File: config.mk
export PLATFORM = sky130hd
export DESIGN_NAME = polygon_centroid
export DESIGN_NICKNAME = d
export VERILOG_FILES = /design/src/sv/pgc_pkg.sv /design/src/sv/pgc_mul.sv /design/src/sv/pgc_div.sv /design/src/sv/polygon_centroid.sv
export VERILOG_INCLUDE_DIRS = /design/src /design/src/sv
export SDC_FILE = /design/constraint.sdc
export NUM_CORES = 2
export LEC_CHECK = 0
export CORE_AREA = 4 4 522 524
export DETAILED_ROUTE_END_ITERATION = 10
export DIE_AREA = 0 0 526 528
export DONT_BUFFER_PORTS = 1
export GPL_TIMING_DRIVEN = 1
export PLACE_DENSITY = 0.4
export SLEW_MARGIN = 5
export SYNTH_ARGS = -nofsm -noshare
export SYNTH_HDL_FRONTEND = slang
export SYNTH_SLANG_ARGS = --single-unit
File: constraint.sdc
create_clock -name i_clk -period 11 [get_ports i_clk]
set_input_delay 2.2 -clock i_clk [delete_from_list [all_inputs] [get_ports i_clk]]
set_output_delay 2.2 -clock i_clk [all_outputs]
set_load 0.02 [all_outputs]
File: src/sv/assert_macros.svh
// Assertion macros for the module that checks its own behavior.
`ifndef ASSERT_MACROS_SVH
`define ASSERT_MACROS_SVH

// Same-cycle implication, checked only while reset is released.
`define ASSERT_IMP(label, clk, rst_n, ante, cons, msg) \
    label: assert property (@(posedge clk) disable iff (!rst_n) (ante) |-> (cons)) \
        else $error(msg);

// Next-cycle implication, checked only while reset is released.
`define ASSERT_NEXT(label, clk, rst_n, ante, cons, msg) \
    label: assert property (@(posedge clk) disable iff (!rst_n) (ante) |=> (cons)) \
        else $error(msg);

`endif

File: src/sv/pgc_pkg.sv
// Types, widths and status codes of the polygon centroid block.
package pgc_pkg;

    localparam int unsigned COORD_BITS   = 16;
    localparam int unsigned MAX_VERTICES = 4096;

    localparam int unsigned XY_W   = 16;
    localparam int unsigned CB     = COORD_BITS;
    localparam int unsigned CNT_W  = $clog2(MAX_VERTICES + 2);
    localparam int unsigned MA_W   = CB + 1;
    localparam int unsigned MB_W   = 2 * CB + 1;
    localparam int unsigned P_W    = MA_W + MB_W;
    localparam int unsigned AREA_W = 48;
    localparam int unsigned SUM_W  = 64;
    localparam int unsigned DEN_W  = AREA_W + 2;
    localparam int unsigned STEP_W = $clog2(SUM_W);

    localparam logic [SUM_W-1:0] Q_HI = SUM_W'((2 ** (CB - 1)) - 1);
    localparam logic signed [XY_W-1:0] OUT_HI = XY_W'((2 ** (CB - 1)) - 1);
    localparam logic signed [XY_W-1:0] OUT_LO = XY_W'(-(2 ** (CB - 1)));

    typedef enum logic [1:0] {
        ST_OK        = 2'd0,
        ST_SINGLE    = 2'd1,
        ST_ZERO_AREA = 2'd2,
        ST_OVERFLOW  = 2'd3
    } t_status;

    typedef struct packed {
        logic signed [XY_W-1:0] vertex_x;
        logic signed [XY_W-1:0] vertex_y;
        logic                   last_vertex;
    } t_in;

    typedef struct packed {
        logic signed [XY_W-1:0] centroid_x;
        logic signed [XY_W-1:0] centroid_y;
        t_status                status;
    } t_out;

endpackage

File: src/sv/pgc_mul.sv
// Shared signed multiplier with a registered product.
module pgc_mul (
    input  logic                             i_clk,
    input  logic signed [pgc_pkg::MA_W-1:0]  i_a,
    input  logic signed [pgc_pkg::MB_W-1:0]  i_b,
    output logic signed [pgc_pkg::P_W-1:0]   o_p
);

    logic signed [pgc_pkg::P_W-1:0] r_p;

    always_ff @(posedge i_clk) begin
        r_p <= pgc_pkg::P_W'(i_a) * pgc_pkg::P_W'(i_b);
    end

    assign o_p = r_p;

endmodule

File: src/sv/pgc_div.sv
// Bit-serial restoring divider with truncation toward zero and output saturation.
module pgc_div (
    input  logic                              i_clk,
    input  logic                              i_rst_n,
    input  logic                              i_start,
    input  logic signed [pgc_pkg::SUM_W-1:0]  i_num,
    input  logic signed [pgc_pkg::DEN_W-1:0]  i_den,
    output logic                              o_done,
    output logic signed [pgc_pkg::XY_W-1:0]   o_quo
);

    localparam logic [pgc_pkg::STEP_W-1:0] LAST_STEP = pgc_pkg::STEP_W'(pgc_pkg::SUM_W - 1);

    logic                          r_busy;
    logic                          r_done;
    logic [pgc_pkg::STEP_W-1:0]    r_cnt;
    logic [pgc_pkg::DEN_W-1:0]     r_rem;
    logic [pgc_pkg::DEN_W-1:0]     r_dm;
    logic [pgc_pkg::SUM_W-1:0]     r_quo;
    logic                          r_neg;

    logic [pgc_pkg::DEN_W:0]       w_trial;
    logic [pgc_pkg::DEN_W:0]       w_diff;
    logic                          w_ge;

    assign w_trial = {r_rem, r_quo[pgc_pkg::SUM_W-1]};
    assign w_ge    = w_trial >= {1'b0, r_dm};
    assign w_diff  = w_trial - {1'b0, r_dm};

    always_ff @(posedge i_clk) begin
        if (!i_rst_n) begin
            r_busy <= 1'b0;
            r_done <= 1'b0;
            r_cnt  <= '0;
        end else begin
            r_done <= 1'b0;
            if (i_start) begin
                r_busy <= 1'b1;
                r_cnt  <= '0;
                r_rem  <= '0;
                r_quo  <= i_num[pgc_pkg::SUM_W-1] ? pgc_pkg::SUM_W'(-i_num)
                                                  : pgc_pkg::SUM_W'(i_num);
                r_dm   <= i_den[pgc_pkg::DEN_W-1] ? pgc_pkg::DEN_W'(-i_den)
                                                  : pgc_pkg::DEN_W'(i_den);
                r_neg  <= i_num[pgc_pkg::SUM_W-1] ^ i_den[pgc_pkg::DEN_W-1];
            end else if (r_busy) begin
                r_rem <= w_ge ? w_diff[pgc_pkg::DEN_W-1:0] : w_trial[pgc_pkg::DEN_W-1:0];
                r_quo <= {r_quo[pgc_pkg::SUM_W-2:0], w_ge};
                r_cnt <= r_cnt + pgc_pkg::STEP_W'(1);
                if (r_cnt == LAST_STEP) begin
                    r_busy <= 1'b0;
                    r_done <= 1'b1;
                end
            end
        end
    end

    always_comb begin
        if (!r_neg) begin
            o_quo = (r_quo > pgc_pkg::Q_HI) ? pgc_pkg::OUT_HI
                                            : $signed(r_quo[pgc_pkg::XY_W-1:0]);
        end else begin
            o_quo = (r_quo > pgc_pkg::Q_HI + pgc_pkg::SUM_W'(1)) ? pgc_pkg::OUT_LO
                                            : -$signed(r_quo[pgc_pkg::XY_W-1:0]);
        end
    end

    assign o_done = r_done;

endmodule

File: src/sv/polygon_centroid.sv
// Top level of the streaming polygon centroid by the shoelace formula.
// A vertex that opens a polygon is taken in S_IDLE alone; any other vertex that is not the last
// runs its edge through S_E1 to S_E6 before the next vertex is accepted, unless the polygon is overlong.
// The last vertex runs its edge and the closing one, then the x and y divider runs, before its result is presented,
// or goes from S_PREP straight to S_DONE on zero area; a single vertex or an overlong polygon goes
// straight to S_DONE. Synchronous active-low reset clears the sequencer, sums and output valid.
`include "assert_macros.svh"

module polygon_centroid (
    input  logic           i_clk,
    input  logic           i_rst_n,
    input  logic           i_in_valid,
    output logic           o_in_stall,
    input  pgc_pkg::t_in   i_in_data,
    output logic           o_out_valid,
    input  logic           i_out_stall,
    output pgc_pkg::t_out  o_out_data
);

    typedef enum logic [12:0] {
        S_IDLE = 13'b0000000000001,
        S_E1   = 13'b0000000000010,
        S_E2   = 13'b0000000000100,
        S_E3   = 13'b0000000001000,
        S_E4   = 13'b0000000010000,
        S_E5   = 13'b0000000100000,
        S_E6   = 13'b0000001000000,
        S_PREP = 13'b0000010000000,
        S_DIVX = 13'b0000100000000,
        S_WX   = 13'b0001000000000,
        S_DIVY = 13'b0010000000000,
        S_WY   = 13'b0100000000000,
        S_DONE = 13'b1000000000000
    } t_state;

    t_state r_state;
    t_state n_state;

    logic signed [pgc_pkg::CB-1:0]     r_first_x, r_first_y, r_prev_x, r_prev_y;
    logic signed [pgc_pkg::CB-1:0]     r_xa, r_ya, r_xb, r_yb;
    logic [pgc_pkg::CNT_W-1:0]         r_cnt;
    logic                              r_last;
    logic                              r_closing;
    logic signed [pgc_pkg::MB_W-1:0]   r_t;
    logic signed [pgc_pkg::MB_W-1:0]   r_c;
    logic signed [pgc_pkg::AREA_W-1:0] r_area;
    logic signed [pgc_pkg::SUM_W-1:0]  r_wsx, r_wsy;
    logic signed [pgc_pkg::DEN_W-1:0]  r_den;
    pgc_pkg::t_out                     r_res;
    pgc_pkg::t_out                     r_out;
    logic                              r_out_valid;

    logic                              w_in_acc;
    logic                              w_out_free;
    logic signed [pgc_pkg::CB-1:0]     w_x, w_y;
    logic signed [pgc_pkg::MA_W-1:0]   w_ma;
    logic signed [pgc_pkg::MB_W-1:0]   w_mb;
    logic signed [pgc_pkg::P_W-1:0]    w_p;
    logic signed [pgc_pkg::MB_W-1:0]   w_c;
    logic signed [pgc_pkg::DEN_W-1:0]  w_area_ext;
    logic                              w_div_start;
    logic signed [pgc_pkg::SUM_W-1:0]  w_div_num;
    logic                              w_div_done;
    logic signed [pgc_pkg::XY_W-1:0]   w_div_quo;

    assign w_in_acc   = i_in_valid && (r_state == S_IDLE);
    assign w_out_free = !r_out_valid || !i_out_stall;
    assign w_x        = i_in_data.vertex_x[pgc_pkg::CB-1:0];
    assign w_y        = i_in_data.vertex_y[pgc_pkg::CB-1:0];
    assign w_c        = r_t - pgc_pkg::MB_W'(w_p);
    assign w_area_ext = pgc_pkg::DEN_W'(r_area);

    always_comb begin
        w_ma = '0;
        w_mb = '0;
        case (r_state)
            S_E1: begin
                w_ma = pgc_pkg::MA_W'(r_xa);
                w_mb = pgc_pkg::MB_W'(r_yb);
            end
            S_E2: begin
                w_ma = pgc_pkg::MA_W'(r_xb);
                w_mb = pgc_pkg::MB_W'(r_ya);
            end
            S_E4: begin
                w_ma = pgc_pkg::MA_W'(r_xa) + pgc_pkg::MA_W'(r_xb);
                w_mb = r_c;
            end
            S_E5: begin
                w_ma = pgc_pkg::MA_W'(r_ya) + pgc_pkg::MA_W'(r_yb);
                w_mb = r_c;
            end
            default: begin
                w_ma = '0;
                w_mb = '0;
            end
        endcase
    end

    pgc_mul u_mul (
        .i_clk (i_clk),
        .i_a   (w_ma),
        .i_b   (w_mb),
        .o_p   (w_p)
    );

    assign w_div_start = (r_state == S_DIVX) || (r_state == S_DIVY);
    assign w_div_num   = (r_state == S_DIVY) ? r_wsy : r_wsx;

    pgc_div u_div (
        .i_clk   (i_clk),
        .i_rst_n (i_rst_n),
        .i_start (w_div_start),
        .i_num   (w_div_num),
        .i_den   (r_den),
        .o_done  (w_div_done),
        .o_quo   (w_div_quo)
    );

    always_comb begin
        n_state = r_state;
        case (r_state)
            S_IDLE: begin
                if (w_in_acc) begin
                    if (r_cnt == '0) begin
                        n_state = i_in_data.last_vertex ? S_DONE : S_IDLE;
                    end else if (r_cnt < pgc_pkg::CNT_W'(pgc_pkg::MAX_VERTICES)) begin
                        n_state = S_E1;
                    end else begin
                        n_state = i_in_data.last_vertex ? S_DONE : S_IDLE;
                    end
                end
            end
            S_E1:   n_state = S_E2;
            S_E2:   n_state = S_E3;
            S_E3:   n_state = S_E4;
            S_E4:   n_state = S_E5;
            S_E5:   n_state = S_E6;
            S_E6: begin
                if (r_closing) begin
                    n_state = S_PREP;
                end else if (r_last) begin
                    n_state = S_E1;
                end else begin
                    n_state = S_IDLE;
                end
            end
            S_PREP: n_state = (r_area == '0) ? S_DONE : S_DIVX;
            S_DIVX: n_state = S_WX;
            S_WX:   n_state = w_div_done ? S_DIVY : S_WX;
            S_DIVY: n_state = S_WY;
            S_WY:   n_state = w_div_done ? S_DONE : S_WY;
            S_DONE: n_state = w_out_free ? S_IDLE : S_DONE;
            default: n_state = S_IDLE;
        endcase
    end

    always_ff @(posedge i_clk) begin
        if (!i_rst_n) begin
            r_state     <= S_IDLE;
            r_cnt       <= '0;
            r_first_x   <= '0;
            r_first_y   <= '0;
            r_prev_x    <= '0;
            r_prev_y    <= '0;
            r_area      <= '0;
            r_wsx       <= '0;
            r_wsy       <= '0;
            r_last      <= 1'b0;
            r_closing   <= 1'b0;
            r_out_valid <= 1'b0;
        end else begin
            r_state <= n_state;
            if ((r_state == S_DONE) && w_out_free) begin
                r_out_valid <= 1'b1;
            end else if (!i_out_stall) begin
                r_out_valid <= 1'b0;
            end
            case (r_state)
                S_IDLE: begin
                    if (w_in_acc) begin
                        r_prev_x  <= w_x;
                        r_prev_y  <= w_y;
                        r_last    <= i_in_data.last_vertex;
                        r_closing <= 1'b0;
                        if (r_cnt == '0) begin
                            r_first_x <= w_x;
                            r_first_y <= w_y;
                            r_cnt     <= pgc_pkg::CNT_W'(1);
                            r_res.centroid_x <= pgc_pkg::XY_W'(w_x);
                            r_res.centroid_y <= pgc_pkg::XY_W'(w_y);
                            r_res.status     <= pgc_pkg::ST_SINGLE;
                        end else if (r_cnt < pgc_pkg::CNT_W'(pgc_pkg::MAX_VERTICES)) begin
                            r_xa  <= r_prev_x;
                            r_ya  <= r_prev_y;
                            r_xb  <= w_x;
                            r_yb  <= w_y;
                            r_cnt <= r_cnt + pgc_pkg::CNT_W'(1);
                        end else begin
                            r_cnt <= pgc_pkg::CNT_W'(pgc_pkg::MAX_VERTICES + 1);
                            r_res.centroid_x <= '0;
                            r_res.centroid_y <= '0;
                            r_res.status     <= pgc_pkg::ST_OVERFLOW;
                        end
                    end
                end
                S_E2: begin
                    r_t <= pgc_pkg::MB_W'(w_p);
                end
                S_E3: begin
                    r_c    <= w_c;
                    r_area <= r_area + pgc_pkg::AREA_W'(w_c);
                end
                S_E5: begin
                    r_wsx <= r_wsx + pgc_pkg::SUM_W'(w_p);
                end
                S_E6: begin
                    r_wsy <= r_wsy + pgc_pkg::SUM_W'(w_p);
                    if (!r_closing && r_last) begin
                        r_xa      <= r_prev_x;
                        r_ya      <= r_prev_y;
                        r_xb      <= r_first_x;
                        r_yb      <= r_first_y;
                        r_closing <= 1'b1;
                    end
                end
                S_PREP: begin
                    r_den <= (w_area_ext <<< 1) + w_area_ext;
                    r_res.centroid_x <= '0;
                    r_res.centroid_y <= '0;
                    r_res.status     <= pgc_pkg::ST_ZERO_AREA;
                end
                S_WX: begin
                    if (w_div_done) begin
                        r_res.centroid_x <= w_div_quo;
                    end
                end
                S_WY: begin
                    if (w_div_done) begin
                        r_res.centroid_y <= w_div_quo;
                        r_res.status     <= pgc_pkg::ST_OK;
                    end
                end
                S_DONE: begin
                    if (w_out_free) begin
                        r_out       <= r_res;
                        r_cnt       <= '0;
                        r_first_x   <= '0;
                        r_first_y   <= '0;
                        r_prev_x    <= '0;
                        r_prev_y    <= '0;
                        r_area      <= '0;
                        r_wsx       <= '0;
                        r_wsy       <= '0;
                        r_last      <= 1'b0;
                        r_closing   <= 1'b0;
                    end
                end
                default: begin
                    r_closing <= r_closing;
                end
            endcase
        end
    end

    assign o_in_stall  = (r_state != S_IDLE);
    assign o_out_valid = r_out_valid;
    assign o_out_data  = r_out;

    `ASSERT_IMP(a_out_from_done, i_clk, i_rst_n, $rose(o_out_valid), $past(r_state) == S_DONE, "output valid rose outside the done state")
    `ASSERT_NEXT(a_done_loads, i_clk, i_rst_n, (r_state == S_DONE) && w_out_free, o_out_valid && (r_state == S_IDLE), "finished result was not moved to the output register")
    `ASSERT_IMP(a_clear_idle, i_clk, i_rst_n, (r_state == S_IDLE) && (r_cnt == '0), (r_area == '0) && (r_wsx == '0) && (r_wsy == '0), "sums not cleared before a new polygon")
    `ASSERT_IMP(a_cnt_bound, i_clk, i_rst_n, 1'b1, r_cnt <= pgc_pkg::CNT_W'(pgc_pkg::MAX_VERTICES + 1), "vertex count beyond its saturation value")

endmodule

==> flow_summary.toml <==
[run_status]
status = "complete, no violations"

[cts]
cts.sink_count = 740
clockBufferDepth = 3
holdBufCountCts = 0
clk_root_buffer_cell = "clkbuf_16"
clock_latency_ns = 0.72
path_clk_slew_ns = 0.06
cts_buffers = 95
cts_tree = "yes"
htreeDepth = 3

[place]
gp_congestion = 0.888
io_buffers = 0
dp_slack_ns = 0.388
hpwl_mm = 182

[layout]
fin_nets = 8562
fin_util_pct = 27.8
mostFrequentLayoutCell = "nand2_1"
syn_to_final_growth_pct = 11.2
mostFrequentLayoutCells = "nand2_1 (885), inv_1 (841), nor2_1 (783)"
drive_above_1_share_pct = 4.62

[floorplan]
die_h_um = 528
rows = 190
die-area_um2 = 278000
initial_utilization_pct = 25.0
ios = 73
core_area_um2 = 267000
die_w_um = 526

[routing]
vias = 53400
postRouteAntennaNets = 0
wl_per_cell_um = 20.7
first_pass_iters = 7
routed_wl_mm = 231
wl_met3_mm = 7.58
drc = 0
dr.first_iter.drc_count = 3348
viasPerCell = 4.80
highest_layer = "met4"
route.layer.met1.wl_mm = 104
dr_wl_met2_mm = 112

[logic_synthesis]
synth-edff-count = 413
synth_top_flop_cell = "edfxtp_1"
synthDistinctLibCells = 89
ys_warn_count = 0
ys_ff_latch = 740
ys_seq_area_share_pct = 28.4
synthArstFlopShare_pct = 0
netlist.top_cell.by_area = "edfxtp_1"
netlist_instances = 7626
synth_top_area_share_pct = 18.6
avgSynthCellArea_um2 = 8.76
synthTopCellsByArea = "edfxtp_1 (19%), fa_1 (16%), dfxtp_1 (9.8%)"
syn_area_um2 = 66800
synth_nets = 8688

[power]
p_leak_nw = 32.5
total_power_mw = 6.73
power_density_nw_per_um2 = 90.7
ir_drop_uv = 115

[global_routing]
grt_pass1_wl_mm = 348
grt_overflow = 0
grt_use_total_pct = 16.3
antenna_found_initial = 6
grt_pass1_vias = 54200
grt_start_max_net_pins = 83

[sta]
timing.fmax_ghz = 0.0972
finalCritPeriodShare_pct = 93.5
rsz0062_at_grt = "no"
slew_headroom_pct = 14.9
layout_min_cycle_time_ns = 10.29
drv_slew = 0
tns_ns = 0
hold_violations = 0
setup_ws_ns = 0.714
setup-violations-final = 0
tightest_slew_ns = 1.27
fin_skew_ns = 0.0363

[min_path]
hold_path.class = "flop to flop"

[worst_setup_path]
cpMaxStageDelayCell = "a222oi_1"
cpPeakStageDelay_ns = 0.56
crit_top_cell = "fa_1"
start_kind = "flop"
crit_path_end_kind = "flop"
crit_type = "flop to flop"
critPathMaxFanout = 25
required_ns = 11.61
critPathArrivalTime_ns = 10.90

[run]
maxCapViolCount = 0
==> metal layers <==
metal | track usage (%) | vias up
met3 | 1.73 | 266
met5 | 0 | -
li1 | - | 25700
met2 | 28.2 | 961
met1 | 21.2 | 26500
met4 | 5.22 | 0
==> registers in the layout (all words and copies together) (netlist names), 33 cells and up <==
signal       flops
r_wsx           64
r_wsy           64
u_div.r_quo     64
r_den           50
u_div.r_dm      50
u_div.r_rem     50
u_mul.o_p       50
r_area          48
o_out_data      34
r_res           34
r_c             33
r_t             33
==> final timing paths <==
path	from	to	slack, ns	cells after the start
hold / removal	r_res[21]	o_out_data[21]	0.42	0
setup / recovery	r_ya[0]	u_mul.o_p[49]	0.71	35
setup reg to reg	r_ya[0]	u_mul.o_p[49]	0.71	35
hold reg to reg	r_res[21]	o_out_data[21]	0.42	0
==> what timing repair did <==
action                     4_1_cts  5_1_grt
setup buffers                    0        6
setup endpoints to repair        0        4
gates resized for setup          0        3
==> metrics by stage <==
stage                     std cells  area (um2)  hold WS, ns
final                         11100       74300        0.419
after global routing          11100       74300        0.426
after CTS                     11100       74200        0.419
after detailed placement      10900       71000        0.405
after global placement        10900       71000        0.402
after floorplan                7626       66800        0.400
==> cell usage after synthesis, types with 55 or more instances <==
cell,count
inv_1,842
nand3_1,155
nor3_1,81
nand4_1,70
nor2_1,788
dfxtp_1,327
clkbuf_1,294
and2_1,55
o21ai_0,334
mux2i_1,79
fa_1,545
xnor2_1,296
a22oi_1,56
a21o_1,247
nand2b_1,73
ha_1,480
edfxtp_1,413
or3_1,55
nand2_1,888
a31oi_1,67
xor2_1,173
a21oi_1,612
==> where the power goes <==
part | internal, mW | total, mW | switching, mW
sequential | 3.01 | 3.06 | 0.0513
clock | 1.83 | 3.19 | 1.36
combinational | 0.147 | 0.488 | 0.341
total | 4.98 | 6.73 | 1.75
==> kinds of logic after synthesis <==
kind of cell | Yosys count | synth area share (%)
xor gates and xnor gates | 469 | 6.15
DFF | 740 | 28.4
adders and majority gates | 1025 | 25.3
buffers and inverters | 1172 | 6.63
and+or+nand+nor | 2418 | 16.2
muxes | 81 | 1.22
AOI/OAI and AO/OA | 1721 | 16.1
==> critical path, delay by kind of cell, from the launching register on <==
kind	cells	cell delay (ns)
xor+xnor	2	0.21
fa+ha+maj	9	3.85
buf+inv	5	0.69
simple gates	2	0.52
compound gates	17	4.47
flops	1	0.39
==> final cells by class <==
| type | count | area, um2 |
|---|---|---|
| well taps | 3552 | 4440 |
| fillers | 28700 | 193000 |
| repair buffers | 106 | 858 |
| clock inverters | 57 | 588 |
| clock buffers | 121 | 2530 |
| inverters | 843 | 3170 |
| multi-input cells | 5714 | 43700 |
| flip-flops and latches | 740 | 18900 |
| diodes | 5 | 12.5 |
No activity file was read; power rests on OpenSTA's default activity.
